$ cat src/hw/rtl/pwa_pkg.sv
`timescale 1ns / 1ps
// Shared constants, request types and helpers for the PID block with gain autotune.
// Used by pwa_mul, pwa_div and pid_with_gain_autotune. No dependencies.
package pwa_pkg;

    localparam int GAIN_FRAC_BITS = 16;
    localparam int SUM_W          = 48;
    localparam int DRIVE_LIMIT    = 255;

    localparam int ANGLE_W = 17;
    localparam int ERR_W   = 18;
    localparam int DE_W    = 19;
    localparam int DT_W    = 16;
    localparam int GAIN_W  = 32;
    localparam int TG_W    = 24;
    localparam int LIM_W   = 16;
    localparam int DRV_W   = 9;
    localparam int TERM_W  = 64;

    localparam int MUL_A_W = 48;
    localparam int MUL_B_W = 32;
    localparam int MUL_P_W = MUL_A_W + MUL_B_W;
    localparam int MUL_CNT_W = $clog2(MUL_B_W);

    localparam int DIV_N_W = 56;
    localparam int DIV_D_W = 16;
    localparam int DIV_CNT_W = $clog2(DIV_N_W);

    localparam int CFG_IDX_W  = 2;
    localparam int CFG_DATA_W = 24;
    localparam logic [CFG_IDX_W-1:0] CFG_TARGET = 2'd0;
    localparam logic [CFG_IDX_W-1:0] CFG_LIMIT  = 2'd1;
    localparam logic [CFG_IDX_W-1:0] CFG_TGAIN  = 2'd2;
    localparam logic [CFG_IDX_W-1:0] CFG_TUNE   = 2'd3;

    localparam logic signed [TERM_W-1:0] TERM_LIM = 64'sd1 <<< 61;
    localparam logic signed [TERM_W-1:0] SUM_MAX  = (64'sd1 <<< (SUM_W - 1)) - 64'sd1;
    localparam logic signed [TERM_W-1:0] SUM_MIN  = -SUM_MAX - 64'sd1;
    localparam logic [GAIN_W-1:0] GAIN_MAX = {GAIN_W{1'b1}};

    typedef struct packed {
        logic               start;
        logic [MUL_A_W-1:0] a;
        logic [MUL_B_W-1:0] b;
    } mul_req_t;

    typedef struct packed {
        logic               start;
        logic [DIV_N_W-1:0] n;
        logic [DIV_D_W-1:0] d;
    } div_req_t;

    function automatic logic signed [TERM_W-1:0] clamp_term(input logic signed [TERM_W-1:0] v);
        logic signed [TERM_W-1:0] r;
        r = v;
        if (v > TERM_LIM)
            r = TERM_LIM;
        else if (v < -TERM_LIM)
            r = -TERM_LIM;
        return r;
    endfunction

endpackage

$ cat src/hw/rtl/pid_with_gain_autotune.sv
`timescale 1ns / 1ps
// PID drive with one-shot gain autotune: sequencer and state registers.
// Depends on pwa_pkg, pwa_mul and pwa_div.
//
// Usage:
//   Input channel (in_valid/in_ready) carries angle and elapsed_ms; the
//   output channel (out_valid/out_ready) returns motor_speed and the
//   tuning, tune_finished and zero_interval flags, one result per item.
//   The configuration port writes target_angle, oscillation_limit,
//   test_gain and tune_after_reset (index 0 to 3) on cfg_write; write it
//   only while no item is in flight. Writing tune_after_reset also sets
//   or clears tuning mode.
//   Items are processed one at a time through a shared bit-serial
//   multiplier and a restoring divider. Tuning-mode items compute only
//   the proportional term; normal items add the integral term and, when
//   elapsed_ms is nonzero, the derivative term; the item that ends
//   tuning also computes the new gains. The next item is taken once the
//   previous result sits in the output register.
//   Reset clears the integral and previous error, loads the default
//   configuration, sets gain_p to the default test gain and enters
//   tuning mode. While the receiver stalls, the result is held and the
//   block stops after finishing at most one further item.
module pid_with_gain_autotune
    import pwa_pkg::*;
(
    input  logic                        clk,
    input  logic                        rst_n,
    input  logic                        in_valid,
    output logic                        in_ready,
    input  logic signed [ANGLE_W-1:0]   angle,
    input  logic [DT_W-1:0]             elapsed_ms,
    output logic                        out_valid,
    input  logic                        out_ready,
    output logic signed [DRV_W-1:0]     motor_speed,
    output logic                        tuning,
    output logic                        tune_finished,
    output logic                        zero_interval,
    input  logic                        cfg_write,
    input  logic [CFG_IDX_W-1:0]        cfg_index,
    input  logic [CFG_DATA_W-1:0]       cfg_data
);

    localparam int ST_W = 5;
    localparam logic [ST_W-1:0] S_IDLE  = 5'd0;
    localparam logic [ST_W-1:0] S_INC   = 5'd1;
    localparam logic [ST_W-1:0] S_INC_W = 5'd2;
    localparam logic [ST_W-1:0] S_P     = 5'd3;
    localparam logic [ST_W-1:0] S_P_W   = 5'd4;
    localparam logic [ST_W-1:0] S_I     = 5'd5;
    localparam logic [ST_W-1:0] S_I_W   = 5'd6;
    localparam logic [ST_W-1:0] S_DM    = 5'd7;
    localparam logic [ST_W-1:0] S_DM_W  = 5'd8;
    localparam logic [ST_W-1:0] S_DV    = 5'd9;
    localparam logic [ST_W-1:0] S_DV_W  = 5'd10;
    localparam logic [ST_W-1:0] S_CHK   = 5'd11;
    localparam logic [ST_W-1:0] S_KP    = 5'd12;
    localparam logic [ST_W-1:0] S_KP_W  = 5'd13;
    localparam logic [ST_W-1:0] S_GI    = 5'd14;
    localparam logic [ST_W-1:0] S_GI_W  = 5'd15;
    localparam logic [ST_W-1:0] S_GD    = 5'd16;
    localparam logic [ST_W-1:0] S_GD_W  = 5'd17;
    localparam logic [ST_W-1:0] S_OUT   = 5'd18;

    localparam logic [TG_W-1:0]  TG_RESET  = 24'd65536;
    localparam logic [LIM_W-1:0] LIM_RESET = 16'd1280;

    // configuration
    logic signed [ANGLE_W-1:0] target_reg, target_next;
    logic [LIM_W-1:0]          limit_reg, limit_next;
    logic [TG_W-1:0]           tgain_reg, tgain_next;
    logic                      tune_cfg_reg, tune_cfg_next;

    // controller state
    logic [ST_W-1:0]           state_reg, state_next;
    logic signed [SUM_W-1:0]   sum_reg, sum_next;
    logic signed [ERR_W-1:0]   last_reg, last_next;
    logic [GAIN_W-1:0]         gp_reg, gp_next;
    logic [GAIN_W-1:0]         gi_reg, gi_next;
    logic [GAIN_W-1:0]         gd_reg, gd_next;
    logic                      tact_reg, tact_next;

    // per-item working registers
    logic signed [ERR_W-1:0]   err_reg, err_next;
    logic signed [DE_W-1:0]    de_reg, de_next;
    logic [DT_W-1:0]           dt_reg, dt_next;
    logic                      zero_reg, zero_next;
    logic                      was_tun_reg, was_tun_next;
    logic                      fin_reg, fin_next;
    logic signed [TERM_W-1:0]  u_reg, u_next;
    logic [TG_W-1:0]           kp_reg, kp_next;

    // output register
    logic                      ov_reg, ov_next;
    logic signed [DRV_W-1:0]   ms_reg, ms_next;
    logic                      otun_reg, otun_next;
    logic                      ofin_reg, ofin_next;
    logic                      ozero_reg, ozero_next;

    mul_req_t                  mreq;
    div_req_t                  dreq;
    logic                      mdone;
    logic                      ddone;
    logic [MUL_P_W-1:0]        prod;
    logic [DIV_N_W-1:0]        quo;

    logic signed [ERR_W-1:0]   err_in;
    logic [ERR_W-1:0]          err_mag;
    logic [DE_W-1:0]           de_mag;
    logic [SUM_W-1:0]          sum_mag;
    logic [DT_W-1:0]           pu;
    logic signed [TERM_W-1:0]  inc64;
    logic signed [TERM_W-1:0]  sum64;
    logic signed [TERM_W-1:0]  term;
    logic signed [TERM_W-1:0]  u_mag;
    logic [TERM_W-1:0]         drv_shift;
    logic [DRV_W-1:0]          drv_mag;
    logic [TERM_W-1:0]         lim_scaled;
    logic [MUL_P_W-1:0]        gd_full;

    pwa_mul u_mul
    (
        .clk     (clk),
        .rst_n   (rst_n),
        .req     (mreq),
        .done    (mdone),
        .product (prod)
    );

    pwa_div u_div
    (
        .clk      (clk),
        .rst_n    (rst_n),
        .req      (dreq),
        .done     (ddone),
        .quotient (quo)
    );

    assign err_in  = ERR_W'(target_reg) - ERR_W'(angle);
    assign err_mag = err_reg[ERR_W-1] ? ERR_W'(-err_reg) : ERR_W'(err_reg);
    assign de_mag  = de_reg[DE_W-1] ? DE_W'(-de_reg) : DE_W'(de_reg);
    assign sum_mag = sum_reg[SUM_W-1] ? SUM_W'(-sum_reg) : SUM_W'(sum_reg);
    assign pu      = zero_reg ? DT_W'(1) : dt_reg;
    assign u_mag   = u_reg[TERM_W-1] ? -u_reg : u_reg;
    assign drv_shift  = TERM_W'(u_mag) >> (GAIN_FRAC_BITS + 8);
    assign drv_mag    = (drv_shift > TERM_W'(DRIVE_LIMIT)) ? DRV_W'(DRIVE_LIMIT)
                                                           : drv_shift[DRV_W-1:0];
    assign lim_scaled = TERM_W'(limit_reg) << GAIN_FRAC_BITS;
    assign gd_full    = prod >> 3;

    // operand selection for the shared units
    always_comb
    begin
        mreq = '0;
        dreq = '0;
        case (state_reg)
            S_INC:
            begin
                mreq.start = 1'b1;
                mreq.a     = MUL_A_W'(err_mag);
                mreq.b     = MUL_B_W'(dt_reg);
            end
            S_P:
            begin
                mreq.start = 1'b1;
                mreq.a     = MUL_A_W'(err_mag);
                mreq.b     = gp_reg;
            end
            S_I:
            begin
                mreq.start = 1'b1;
                mreq.a     = sum_mag;
                mreq.b     = gi_reg;
            end
            S_DM:
            begin
                mreq.start = 1'b1;
                mreq.a     = MUL_A_W'(de_mag);
                mreq.b     = gd_reg;
            end
            S_DV:
            begin
                dreq.start = 1'b1;
                dreq.n     = prod[DIV_N_W-1:0];
                dreq.d     = dt_reg;
            end
            S_KP:
            begin
                dreq.start = 1'b1;
                dreq.n     = DIV_N_W'(tgain_reg) * DIV_N_W'(3);
                dreq.d     = DIV_D_W'(5);
            end
            S_GI:
            begin
                dreq.start = 1'b1;
                dreq.n     = DIV_N_W'(kp_reg) << 1;
                dreq.d     = pu;
            end
            S_GD:
            begin
                mreq.start = 1'b1;
                mreq.a     = MUL_A_W'(kp_reg);
                mreq.b     = MUL_B_W'(pu);
            end
            default:
            begin
                mreq = '0;
                dreq = '0;
            end
        endcase
    end

    always_comb
    begin
        target_next   = target_reg;
        limit_next    = limit_reg;
        tgain_next    = tgain_reg;
        tune_cfg_next = tune_cfg_reg;
        state_next    = state_reg;
        sum_next      = sum_reg;
        last_next     = last_reg;
        gp_next       = gp_reg;
        gi_next       = gi_reg;
        gd_next       = gd_reg;
        tact_next     = tact_reg;
        err_next      = err_reg;
        de_next       = de_reg;
        dt_next       = dt_reg;
        zero_next     = zero_reg;
        was_tun_next  = was_tun_reg;
        fin_next      = fin_reg;
        u_next        = u_reg;
        kp_next       = kp_reg;
        ov_next       = ov_reg;
        ms_next       = ms_reg;
        otun_next     = otun_reg;
        ofin_next     = ofin_reg;
        ozero_next    = ozero_reg;
        inc64         = TERM_W'(prod[ERR_W+DT_W-1:0]);
        sum64         = '0;
        term          = '0;

        if (cfg_write)
        begin
            case (cfg_index)
                CFG_TARGET: target_next = cfg_data[ANGLE_W-1:0];
                CFG_LIMIT:  limit_next  = cfg_data[LIM_W-1:0];
                CFG_TGAIN:  tgain_next  = cfg_data[TG_W-1:0];
                CFG_TUNE:
                begin
                    tune_cfg_next = cfg_data[0];
                    tact_next     = cfg_data[0];
                end
                default: tune_cfg_next = tune_cfg_reg;
            endcase
        end

        if (ov_reg && out_ready)
            ov_next = 1'b0;

        case (state_reg)
            S_IDLE:
            begin
                if (in_valid)
                begin
                    err_next     = err_in;
                    de_next      = DE_W'(err_in) - DE_W'(last_reg);
                    last_next    = err_in;
                    dt_next      = elapsed_ms;
                    zero_next    = (elapsed_ms == '0);
                    was_tun_next = tact_reg;
                    fin_next     = 1'b0;
                    if (tact_reg)
                        gp_next = GAIN_W'(tgain_reg);
                    state_next = S_INC;
                end
            end
            S_INC:  state_next = S_INC_W;
            S_INC_W:
            begin
                if (mdone)
                begin
                    // saturating integral update
                    sum64 = TERM_W'(sum_reg) + (err_reg[ERR_W-1] ? -inc64 : inc64);
                    if (sum64 > SUM_MAX)
                        sum_next = SUM_W'(SUM_MAX);
                    else if (sum64 < SUM_MIN)
                        sum_next = SUM_W'(SUM_MIN);
                    else
                        sum_next = SUM_W'(sum64);
                    state_next = S_P;
                end
            end
            S_P:    state_next = S_P_W;
            S_P_W:
            begin
                if (mdone)
                begin
                    term   = TERM_W'(prod[ERR_W+GAIN_W-1:0]);
                    u_next = err_reg[ERR_W-1] ? -term : term;
                    state_next = was_tun_reg ? S_CHK : S_I;
                end
            end
            S_I:    state_next = S_I_W;
            S_I_W:
            begin
                if (mdone)
                begin
                    if (prod > MUL_P_W'(TERM_LIM))
                        term = TERM_LIM;
                    else
                        term = TERM_W'(prod[TERM_W-1:0]);
                    if (sum_reg[SUM_W-1])
                        term = -term;
                    u_next = clamp_term(u_reg + term);
                    state_next = zero_reg ? S_CHK : S_DM;
                end
            end
            S_DM:   state_next = S_DM_W;
            S_DM_W:
            begin
                if (mdone)
                    state_next = S_DV;
            end
            S_DV:   state_next = S_DV_W;
            S_DV_W:
            begin
                if (ddone)
                begin
                    term = TERM_W'(quo);
                    if (de_reg[DE_W-1])
                        term = -term;
                    u_next = clamp_term(u_reg + term);
                    state_next = S_CHK;
                end
            end
            S_CHK:
            begin
                if (was_tun_reg && (TERM_W'(u_mag) > lim_scaled))
                    state_next = S_KP;
                else
                    state_next = S_OUT;
            end
            S_KP:   state_next = S_KP_W;
            S_KP_W:
            begin
                if (ddone)
                begin
                    kp_next    = quo[TG_W-1:0];
                    state_next = S_GI;
                end
            end
            S_GI:   state_next = S_GI_W;
            S_GI_W:
            begin
                if (ddone)
                begin
                    gi_next    = (quo > DIV_N_W'(GAIN_MAX)) ? GAIN_MAX : quo[GAIN_W-1:0];
                    state_next = S_GD;
                end
            end
            S_GD:   state_next = S_GD_W;
            S_GD_W:
            begin
                if (mdone)
                begin
                    gd_next    = (gd_full > MUL_P_W'(GAIN_MAX)) ? GAIN_MAX
                                                                : gd_full[GAIN_W-1:0];
                    gp_next    = GAIN_W'(kp_reg);
                    tact_next  = 1'b0;
                    fin_next   = 1'b1;
                    state_next = S_OUT;
                end
            end
            S_OUT:
            begin
                // hold until the output register is free
                if (!ov_reg || out_ready)
                begin
                    ov_next    = 1'b1;
                    ms_next    = u_reg[TERM_W-1] ? -DRV_W'(drv_mag) : DRV_W'(drv_mag);
                    otun_next  = was_tun_reg;
                    ofin_next  = fin_reg;
                    ozero_next = zero_reg;
                    state_next = S_IDLE;
                end
            end
            default: state_next = S_IDLE;
        endcase
    end

    always_ff @(posedge clk or negedge rst_n)
    begin
        if (!rst_n)
        begin
            target_reg   <= '0;
            limit_reg    <= LIM_RESET;
            tgain_reg    <= TG_RESET;
            tune_cfg_reg <= 1'b1;
            state_reg    <= S_IDLE;
            sum_reg      <= '0;
            last_reg     <= '0;
            gp_reg       <= GAIN_W'(TG_RESET);
            gi_reg       <= '0;
            gd_reg       <= '0;
            tact_reg     <= 1'b1;
            ov_reg       <= 1'b0;
        end
        else
        begin
            target_reg   <= target_next;
            limit_reg    <= limit_next;
            tgain_reg    <= tgain_next;
            tune_cfg_reg <= tune_cfg_next;
            state_reg    <= state_next;
            sum_reg      <= sum_next;
            last_reg     <= last_next;
            gp_reg       <= gp_next;
            gi_reg       <= gi_next;
            gd_reg       <= gd_next;
            tact_reg     <= tact_next;
            ov_reg       <= ov_next;
        end
    end

    always_ff @(posedge clk)
    begin
        err_reg     <= err_next;
        de_reg      <= de_next;
        dt_reg      <= dt_next;
        zero_reg    <= zero_next;
        was_tun_reg <= was_tun_next;
        fin_reg     <= fin_next;
        u_reg       <= u_next;
        kp_reg      <= kp_next;
        ms_reg      <= ms_next;
        otun_reg    <= otun_next;
        ofin_reg    <= ofin_next;
        ozero_reg   <= ozero_next;
    end

    assign in_ready      = (state_reg == S_IDLE);
    assign out_valid     = ov_reg;
    assign motor_speed   = ms_reg;
    assign tuning        = otun_reg;
    assign tune_finished = ofin_reg;
    assign zero_interval = ozero_reg;

`ifndef SYNTHESIS
    a_fin_needs_tuning: assert property (@(posedge clk) disable iff (!rst_n)
        out_valid |-> (!tune_finished || tuning))
        else $error("tune_finished without tuning");
    a_drive_in_range: assert property (@(posedge clk) disable iff (!rst_n)
        out_valid |-> (motor_speed != -DRV_W'(DRIVE_LIMIT + 1)))
        else $error("drive outside limit");
    a_fin_leaves_tuning: assert property (@(posedge clk) disable iff (!rst_n)
        (state_reg == S_OUT && fin_reg) |-> !tact_reg)
        else $error("tuning still active after gains set");
`endif

endmodule

$ cat src/hw/rtl/pwa_mul.sv
`timescale 1ns / 1ps
// Shift-and-add unsigned multiplier, one multiplier bit per cycle.
// Depends on pwa_pkg.
module pwa_mul
    import pwa_pkg::*;
(
    input  logic               clk,
    input  logic               rst_n,
    input  mul_req_t           req,
    output logic               done,
    output logic [MUL_P_W-1:0] product
);

    logic                 busy_reg, busy_next;
    logic                 done_reg, done_next;
    logic [MUL_CNT_W-1:0] cnt_reg, cnt_next;
    logic [MUL_P_W-1:0]   prod_reg, prod_next;
    logic [MUL_A_W-1:0]   a_reg, a_next;
    logic [MUL_A_W:0]     upper;

    always_comb
    begin
        busy_next = busy_reg;
        done_next = 1'b0;
        cnt_next  = cnt_reg;
        prod_next = prod_reg;
        a_next    = a_reg;
        upper     = {1'b0, prod_reg[MUL_P_W-1:MUL_B_W]}
                  + (prod_reg[0] ? {1'b0, a_reg} : {(MUL_A_W+1){1'b0}});
        if (req.start)
        begin
            busy_next = 1'b1;
            cnt_next  = '0;
            prod_next = {{MUL_A_W{1'b0}}, req.b};
            a_next    = req.a;
        end
        else if (busy_reg)
        begin
            // add the partial product to the upper half, then shift right
            prod_next = {upper, prod_reg[MUL_B_W-1:1]};
            cnt_next  = cnt_reg + 1'b1;
            if (cnt_reg == MUL_CNT_W'(MUL_B_W - 1))
            begin
                busy_next = 1'b0;
                done_next = 1'b1;
            end
        end
    end

    always_ff @(posedge clk or negedge rst_n)
    begin
        if (!rst_n)
        begin
            busy_reg <= 1'b0;
            done_reg <= 1'b0;
            cnt_reg  <= '0;
        end
        else
        begin
            busy_reg <= busy_next;
            done_reg <= done_next;
            cnt_reg  <= cnt_next;
        end
    end

    always_ff @(posedge clk)
    begin
        prod_reg <= prod_next;
        a_reg    <= a_next;
    end

    assign done    = done_reg;
    assign product = prod_reg;

`ifndef SYNTHESIS
    a_no_restart: assert property (@(posedge clk) disable iff (!rst_n)
        req.start |-> !busy_reg)
        else $error("multiplier started while busy");
`endif

endmodule

$ cat src/hw/rtl/pwa_div.sv
`timescale 1ns / 1ps
// Restoring unsigned divider, one quotient bit per cycle.
// Depends on pwa_pkg.
module pwa_div
    import pwa_pkg::*;
(
    input  logic               clk,
    input  logic               rst_n,
    input  div_req_t           req,
    output logic               done,
    output logic [DIV_N_W-1:0] quotient
);

    logic                 busy_reg, busy_next;
    logic                 done_reg, done_next;
    logic [DIV_CNT_W-1:0] cnt_reg, cnt_next;
    logic [DIV_N_W-1:0]   n_reg, n_next;
    logic [DIV_D_W-1:0]   d_reg, d_next;
    logic [DIV_D_W-1:0]   rem_reg, rem_next;
    logic [DIV_D_W:0]     trial;
    logic [DIV_D_W:0]     diff;

    always_comb
    begin
        busy_next = busy_reg;
        done_next = 1'b0;
        cnt_next  = cnt_reg;
        n_next    = n_reg;
        d_next    = d_reg;
        rem_next  = rem_reg;
        trial     = {rem_reg, n_reg[DIV_N_W-1]};
        diff      = trial - {1'b0, d_reg};
        if (req.start)
        begin
            busy_next = 1'b1;
            cnt_next  = '0;
            n_next    = req.n;
            d_next    = req.d;
            rem_next  = '0;
        end
        else if (busy_reg)
        begin
            // quotient bits shift in behind the consumed dividend bits
            if (trial >= {1'b0, d_reg})
            begin
                rem_next = diff[DIV_D_W-1:0];
                n_next   = {n_reg[DIV_N_W-2:0], 1'b1};
            end
            else
            begin
                rem_next = trial[DIV_D_W-1:0];
                n_next   = {n_reg[DIV_N_W-2:0], 1'b0};
            end
            cnt_next = cnt_reg + 1'b1;
            if (cnt_reg == DIV_CNT_W'(DIV_N_W - 1))
            begin
                busy_next = 1'b0;
                done_next = 1'b1;
            end
        end
    end

    always_ff @(posedge clk or negedge rst_n)
    begin
        if (!rst_n)
        begin
            busy_reg <= 1'b0;
            done_reg <= 1'b0;
            cnt_reg  <= '0;
        end
        else
        begin
            busy_reg <= busy_next;
            done_reg <= done_next;
            cnt_reg  <= cnt_next;
        end
    end

    always_ff @(posedge clk)
    begin
        n_reg   <= n_next;
        d_reg   <= d_next;
        rem_reg <= rem_next;
    end

    assign done     = done_reg;
    assign quotient = n_reg;

`ifndef SYNTHESIS
    a_no_restart: assert property (@(posedge clk) disable iff (!rst_n)
        req.start |-> !busy_reg)
        else $error("divider started while busy");
    a_nonzero_divisor: assert property (@(posedge clk) disable iff (!rst_n)
        req.start |-> req.d != '0)
        else $error("divider started with zero divisor");
`endif

endmodule
$ cat config.mk
export PLATFORM = sky130hd
export DESIGN_NAME = pid_with_gain_autotune
export DESIGN_NICKNAME = d
export VERILOG_FILES = /design/src/hw/rtl/pwa_pkg.sv /design/src/hw/rtl/pid_with_gain_autotune.sv /design/src/hw/rtl/pwa_mul.sv /design/src/hw/rtl/pwa_div.sv
export SDC_FILE = /design/constraint.sdc
export NUM_CORES = 2
export LEC_CHECK = 0
export BUFFER_PORTS_ARGS = -buffer_cell sky130_fd_sc_hd__buf_2
export CELL_PAD_IN_SITES_DETAIL_PLACEMENT = 1
export CELL_PAD_IN_SITES_GLOBAL_PLACEMENT = 2
export CORE_MARGIN = 2
export CORE_UTILIZATION = 44
export CTS_CLUSTER_DIAMETER = 100
export DETAILED_ROUTE_END_ITERATION = 10
export GPL_ROUTABILITY_DRIVEN = 0
export PLACE_DENSITY_LB_ADDON = 0.12
export RECOVER_POWER = 25
export SLEW_MARGIN = 20
export SYNTH_ARGS = -nofsm -noshare
export SYNTH_HDL_FRONTEND = slang
export SYNTH_SLANG_ARGS = --single-unit
$ cat constraint.sdc
create_clock -name clk -period 12.1 [get_ports clk]
set_clock_uncertainty 0.2 [all_clocks]
set_input_delay 1.815 -clock clk [delete_from_list [all_inputs] [get_ports clk]]
set_output_delay 1.815 -clock clk [all_outputs]
set_load 0.01 [all_outputs]
======== After elaboration in Yosys (flattened, before gate mapping) ========
Index checks and enable logic that the tools add are counted.
operators by class
  $add $sub $neg .......................... 18
  $mul .................................... 1
  order comparisons ....................... 12
  equal/unequal tests ..................... 34
  mux-type cells .......................... 83
  reductions and logical operators ........ 24
operator list
  kind                  number
  $mux 64               19
  $pmux 81 s5           1
  $mux 32               7
  $pmux 73 s3           1
  $mux 48               4
  $pmux 64 s3           1
  $add 64x64->64        2
  $gt 64x63->1 const B  2
  $lt 64x62->1 const B  2
  $neg 64->64           2
  $mux 56               2
  $pmux 5 s19           1
  $gt 80x62->1 const B  1
  $gt 77x32->1 const B  1
  $mux 5                13
  $add 48x64->64        1
  $gt 64x32->1          1
  $gt 64x48->1 const B  1
  $lt 64x48->1 const B  1
  $neg 34->64           1
  $neg 50->64           1
  $neg 56->64           1
  $pmux 32 s2           1
  $gt 56x32->1 const B  1
  43 further kinds      104
storage, ports and cells
  register bits ........................... 613
  output and inout port bits .............. 14
  logic and storage cells ................. 207

======== Longest topological paths before layout ========
  depth after elaboration ................. 14
  mapped depth ............................ 33

======== Modules after synthesis ========
A second synthesis with hierarchy kept.
second synthesis, totals
  cell total of the unflattened synthesis .. 6061
  area total of the unflattened synthesis .. 51619.5 sq um
by module, submodules not included
  module                  times used  cells an instance  area each (sq um)
  pid_with_gain_autotune  1           4945               38959.9
  pwa_mul                 1           719                7737.4
  pwa_div                 1           397                4922.2

======== Worst setup path before layout ========
No wires, ideal clock.
  path kind ............................... flip-flop to flip-flop
  from .................................... reg u_mul.prod_reg[3], in the netlist u_mul.product[3]
  to ...................................... reg u_reg[51], data pin
  library setup time ...................... 0.132 ns
  arrival ................................. 7.800 ns
  path slack .............................. 3.969 ns
  cell stages (with the launch flop) ...... 30
  path buffers ............................ 3
  cell sequence ........................... edfxtp_1 > clkbuf_1 > or2_2 > or4_1 > or3_1 > or3_1 > nand2b_1 > or4b_2 > or4_1 > nor2_1 > nand2_1 > or4_1 > nand2_1 > xor2_1 > nor2_1 > ha_1 > clkbuf_1 > nand4_1 > or2_2 > o22ai_1 > a31oi_1 > and4b_4 > o31ai_4 > nor3b_1 > or3_1 > or4_1 > or4_1 > o41ai_4 > buf_6 > a221o_1
between the ends
  cells in the longest elaborated chain, start to end .. 14
  elaborated cells between the ends (all ways) .. 18
  classes of those cells .................. add/sub: 3; order compare: 3; mux: 12
RTL lines
  item                    RTL line                       RTL
  from (decl)             pwa_mul.sv:17                  logic [MUL_P_W-1:0] prod_reg, prod_next;
  from (signal assigned)  pwa_mul.sv:68                  prod_reg <= prod_next;
  $gt 80x62->1            pid_with_gain_autotune.sv:308  if (prod > MUL_P_W'(TERM_LIM))
  $mux 64                 pid_with_gain_autotune.sv:308
  $mux 64                 pid_with_gain_autotune.sv:306  if (mdone)
  $mux 64                 pid_with_gain_autotune.sv:260  case (state_reg)
  $neg 64->64             pid_with_gain_autotune.sv:313  term = -term;
  $mux 64                 pid_with_gain_autotune.sv:312  if (sum_reg[SUM_W-1])
  $mux 64                 pid_with_gain_autotune.sv:306
  $mux 64                 pid_with_gain_autotune.sv:260
  $add 64x64->64          pid_with_gain_autotune.sv:314  u_next = clamp_term(u_reg + term);
  $lt 64x62->1            pwa_pkg.sv:58                  else if (v < -TERM_LIM)
  $mux 64                 pwa_pkg.sv:58
  $mux 64                 pwa_pkg.sv:56                  if (v > TERM_LIM)
  $mux 64                 pid_with_gain_autotune.sv:306
  $pmux 64 s3 (*)         pid_with_gain_autotune.sv:260
  named net u_next[51]    pid_with_gain_autotune.sv:89   logic signed [TERM_W-1:0] u_reg, u_next;
  to (signal assigned)    pid_with_gain_autotune.sv:433  u_reg <= u_next;
  to (decl)               pid_with_gain_autotune.sv:89
The timed path passes the listed nets; every way through them passes the cells marked *. The select of a mux whose other input is x is not followed.
A chain may end at the register's enable or synchronous reset.

======== Final worst setup path ========
  from .................................... reg u_mul.prod_reg[0], in the netlist u_mul.product[0]
  to ...................................... reg u_reg[35], data pin
The elaborated chain is that of the path after synthesis.

==> results.toml <==
[status]
outcome = "finished, violations left"
violations = "design-rule violations, max-capacitance violations, max-slew violations"

[timing]
rsz0062_at_grt = "false"
tightest_slew_ps = 5510
relSlewSlack = -2.67
timing.fmax_mhz = 96.9
final-setup-viol-count = 0
post-route-min-period_ps = 10320
min_period_over_period = 0.853
totalNegativeSetupSlack_ps = 0
finalHoldViolCount = 0
post-route-worst-setup-slack_ps = 1780
drv_slew = 324

[grt]
grt_antenna_before_repair = 24
globalRoute.totalOverflow = 0
gr-usage-met3 = 0.0709
met1_usage = 0.490
grt_start_max_net_pins = 141
grt_most_used_layer = "met2"
total_global_routing_track_utilization = 0.367
gr-usage-met2 = 0.559
vias_in_the_first_global_route = 48200
grt_pass1_wl_um = 323000

[synthesis]
synthArstFlopShare = 0.385
cell_variety_after_synth = 95
synthesis.area_per_instance_um2 = 8.46
number_of_storage_elements_in_the_synthesis_netlist = 605
synth_fp_nets = 6361
syn_inst = 5952
yosysSeqAreaShare = 0.325
synthesis.area_um2 = 50400
synth-edff-count = 308
synth_ff_type = "edfxtp_1"
synth.yosys.warnings = 0

[worst_setup_path]
crit_required_ps = 12410
kind_of_critical_path = "flip-flop to flip-flop"
worst_path_dominant_cell_family = "simple AND/OR/NAND/NOR gates"
rr_startpoint = "u_mul.product[0]$_DFFE_PP_"
crit-reg2reg-capture = "u_reg[35]$_DFFE_PP_"
reg2reg_setup_slack_ps = 1780
crit_slowest_cell = "a31o_2"
crit_path_frequent_cell = "nand2_1"
worst-path-buf-inv = 2
timing.reg2reg.worst_path_depth = 27
worst-path-max-fanout = 36
max_stage_delay_ps = 810
critPathLaunchType = "flip-flop"
cp.arrival_ps = 10630
setup.worst_path.end_class = "flip-flop"

[run]
drv_cap = 4

[place]
dpl_worst_slack_ps = 2130
dp_cells = 7318
place.port_buffers = 77
hpwlAfterDp_um = 170000
placed_instance_area_um2 = 52300

[power]
share_comb_of_total_power = 0.531
ir_drop_uv = 118
power.switching_w = 0.00611
totalPowerFinal_w = 0.0127
seq_power_share = 0.275
clock_power_share = 0.194
power.share.switching = 0.482
power_density_over_the_cells_nw_per_um2 = 231
total_leakage_power_nw = 23.2
internal_power_w = 0.00658

[clock_network]
post_cts_hold_buffer_count = 0
numCtsBuffers = 76
clk_latency_ps = 680
clk_root_buffer_cell = "clkbuf_16"
tritoncts = "yes"
post_cts_resize_count = 0
cts.repair_timing.setup_buffer_count = 0
cts.clk_slew.worst_paths_ps = 60
clock-sinks = 605
clock_tree.htree_level_count = 3
clk_path_buf_depth = 3

[worst_hold_path]
worst_hold_path_class = "flip-flop to flip-flop"
hold-path-cell-count = 0
min-delay-start = "fin_reg$_DFFE_PP_"
worst_hold_path.endpoint = "tune_finished$_DFFE_PP_"

[drt]
detail_route.first_pass.iterations = 11
totalWireLength_um = 219000
detail_route.iter0.violations = 5259
antenna_violating_nets_post_route = 0
number_of_vias_in_the_routed_layout = 49300
vias_per_cell = 6.60
remaining_drc_errors = 8
wire_length_per_cell_um = 29.4

[layout]
largest_reg_flops = 80
layout_common_cells = "nand2_1, nor2_1, a21oi_1, ha_1, o21ai_0"
postLayoutCellArea_um2 = 54900
most_frequent_standard_cell_in_the_layout_excluding_fill_and_tap_cells = "nand2_1"
post_route_cells_drive_above_1_share = 0.0735
synthToLayoutAreaGrowth_pct = 8.91
final_net_count = 6293
final_cells = 7464

[floorplanning]
chipWidth_um = 342
initial_utilization = 0.442
row_count = 124
vertical_extent_of_the_die_um = 342
design.die.area_um2 = 117000
core-area_um2 = 114000
boundaryPins = 78
cells by family (layout without fill, tap and decap cells):
logic type,Yosys count,count (layout),share of synthesized area
other cells,0,5,0
buf+inv,551,546,0.0417
fa+ha+maj,345,345,0.0869
simple gates,2099,2099,0.203
flops,605,605,0.325
mux,123,123,0.0261
xor+xnor,499,499,0.0868
compound gates,1730,1730,0.231
power by group through the flow:
stage | registers [W] | clock network, W | logic, W
floorplan | 0.00312 | 0 | 0.00442
global placement | 0.00348 | 0 | 0.00638
detailed placement | 0.00350 | 0 | 0.00651
CTS | 0.00346 | 0.00248 | 0.00657
global route | 0.00353 | 0.00255 | 0.00723
finish | 0.00349 | 0.00246 | 0.00674
worst max-delay path by stage:
stage	startpoint	to	depth (start not counted)
floorplan	u_mul.product[3]$_DFFE_PP_	u_reg[51]$_DFFE_PP_	29
global placement	u_mul.product[0]$_DFFE_PP_	u_reg[46]$_DFFE_PP_	25
detailed placement	u_mul.product[0]$_DFFE_PP_	u_reg[27]$_DFFE_PP_	27
CTS	u_mul.product[9]$_DFFE_PP_	u_reg[35]$_DFFE_PP_	26
global route	u_mul.product[9]$_DFFE_PP_	u_reg[35]$_DFFE_PP_	26
finish	u_mul.product[0]$_DFFE_PP_	u_reg[35]$_DFFE_PP_	27
synthesized netlist by cell type, types with 45 or more instances:
| master | count | area, um^2 |
|---|---|---|
| o21a_1 | 45 | 338 |
| dfrtp_1 | 228 | 5710 |
| o31ai_1 | 66 | 495 |
| nand3_1 | 118 | 591 |
| and3_1 | 53 | 332 |
| a211oi_1 | 57 | 428 |
| nor3_1 | 128 | 641 |
| o21bai_1 | 45 | 338 |
| or4_1 | 50 | 375 |
| nor2_1 | 535 | 2010 |
| nand4_1 | 74 | 463 |
| ha_1 | 337 | 4220 |
| and2_1 | 98 | 613 |
| nor4_1 | 95 | 594 |
| clkbuf_1 | 274 | 1030 |
| dfxtp_1 | 64 | 1280 |
| a31oi_1 | 77 | 482 |
| a21oi_1 | 430 | 2150 |
| mux2i_1 | 57 | 571 |
| a222oi_1 | 58 | 581 |
| o21ai_0 | 333 | 1670 |
| nand2b_1 | 67 | 419 |
| xnor2_1 | 298 | 2610 |
| a21o_1 | 144 | 1080 |
| or3_1 | 61 | 382 |
| inv_1 | 233 | 875 |
| xor2_1 | 201 | 1760 |
| nand2_1 | 641 | 2410 |
| a22oi_1 | 55 | 413 |
| edfxtp_1 | 308 | 9250 |
| mux2_2 | 66 | 743 |
| o22a_1 | 67 | 587 |
stage by stage:
stage / util / hold slack [ps]
after floorplan: - / 200
after global placement: 0.459 / 224
after detailed placement: 0.459 / 218
after CTS: 0.482 / 231
after global routing: 0.482 / 231
final: 0.482 / 229
final cells by class:
class / instances / area (um^2)
antenna: 5 / 12.5
clock buffer: 96 / 2010
clock inverter: 45 / 638
fill: 13500 / 59000
inverter: 240 / 902
multi-input combinational: 4796 / 32000
sequential: 605 / 16400
tap: 1512 / 1890
timing repair buffer: 165 / 997
layer usage:
metal  part of all wire  routed length (um)
met3              0.089               19600
met1               0.42               91500
met4              0.063               13900
met2               0.43               94300
met5            0.00047                 103
No activity file was read; power rests on OpenSTA's default activity.
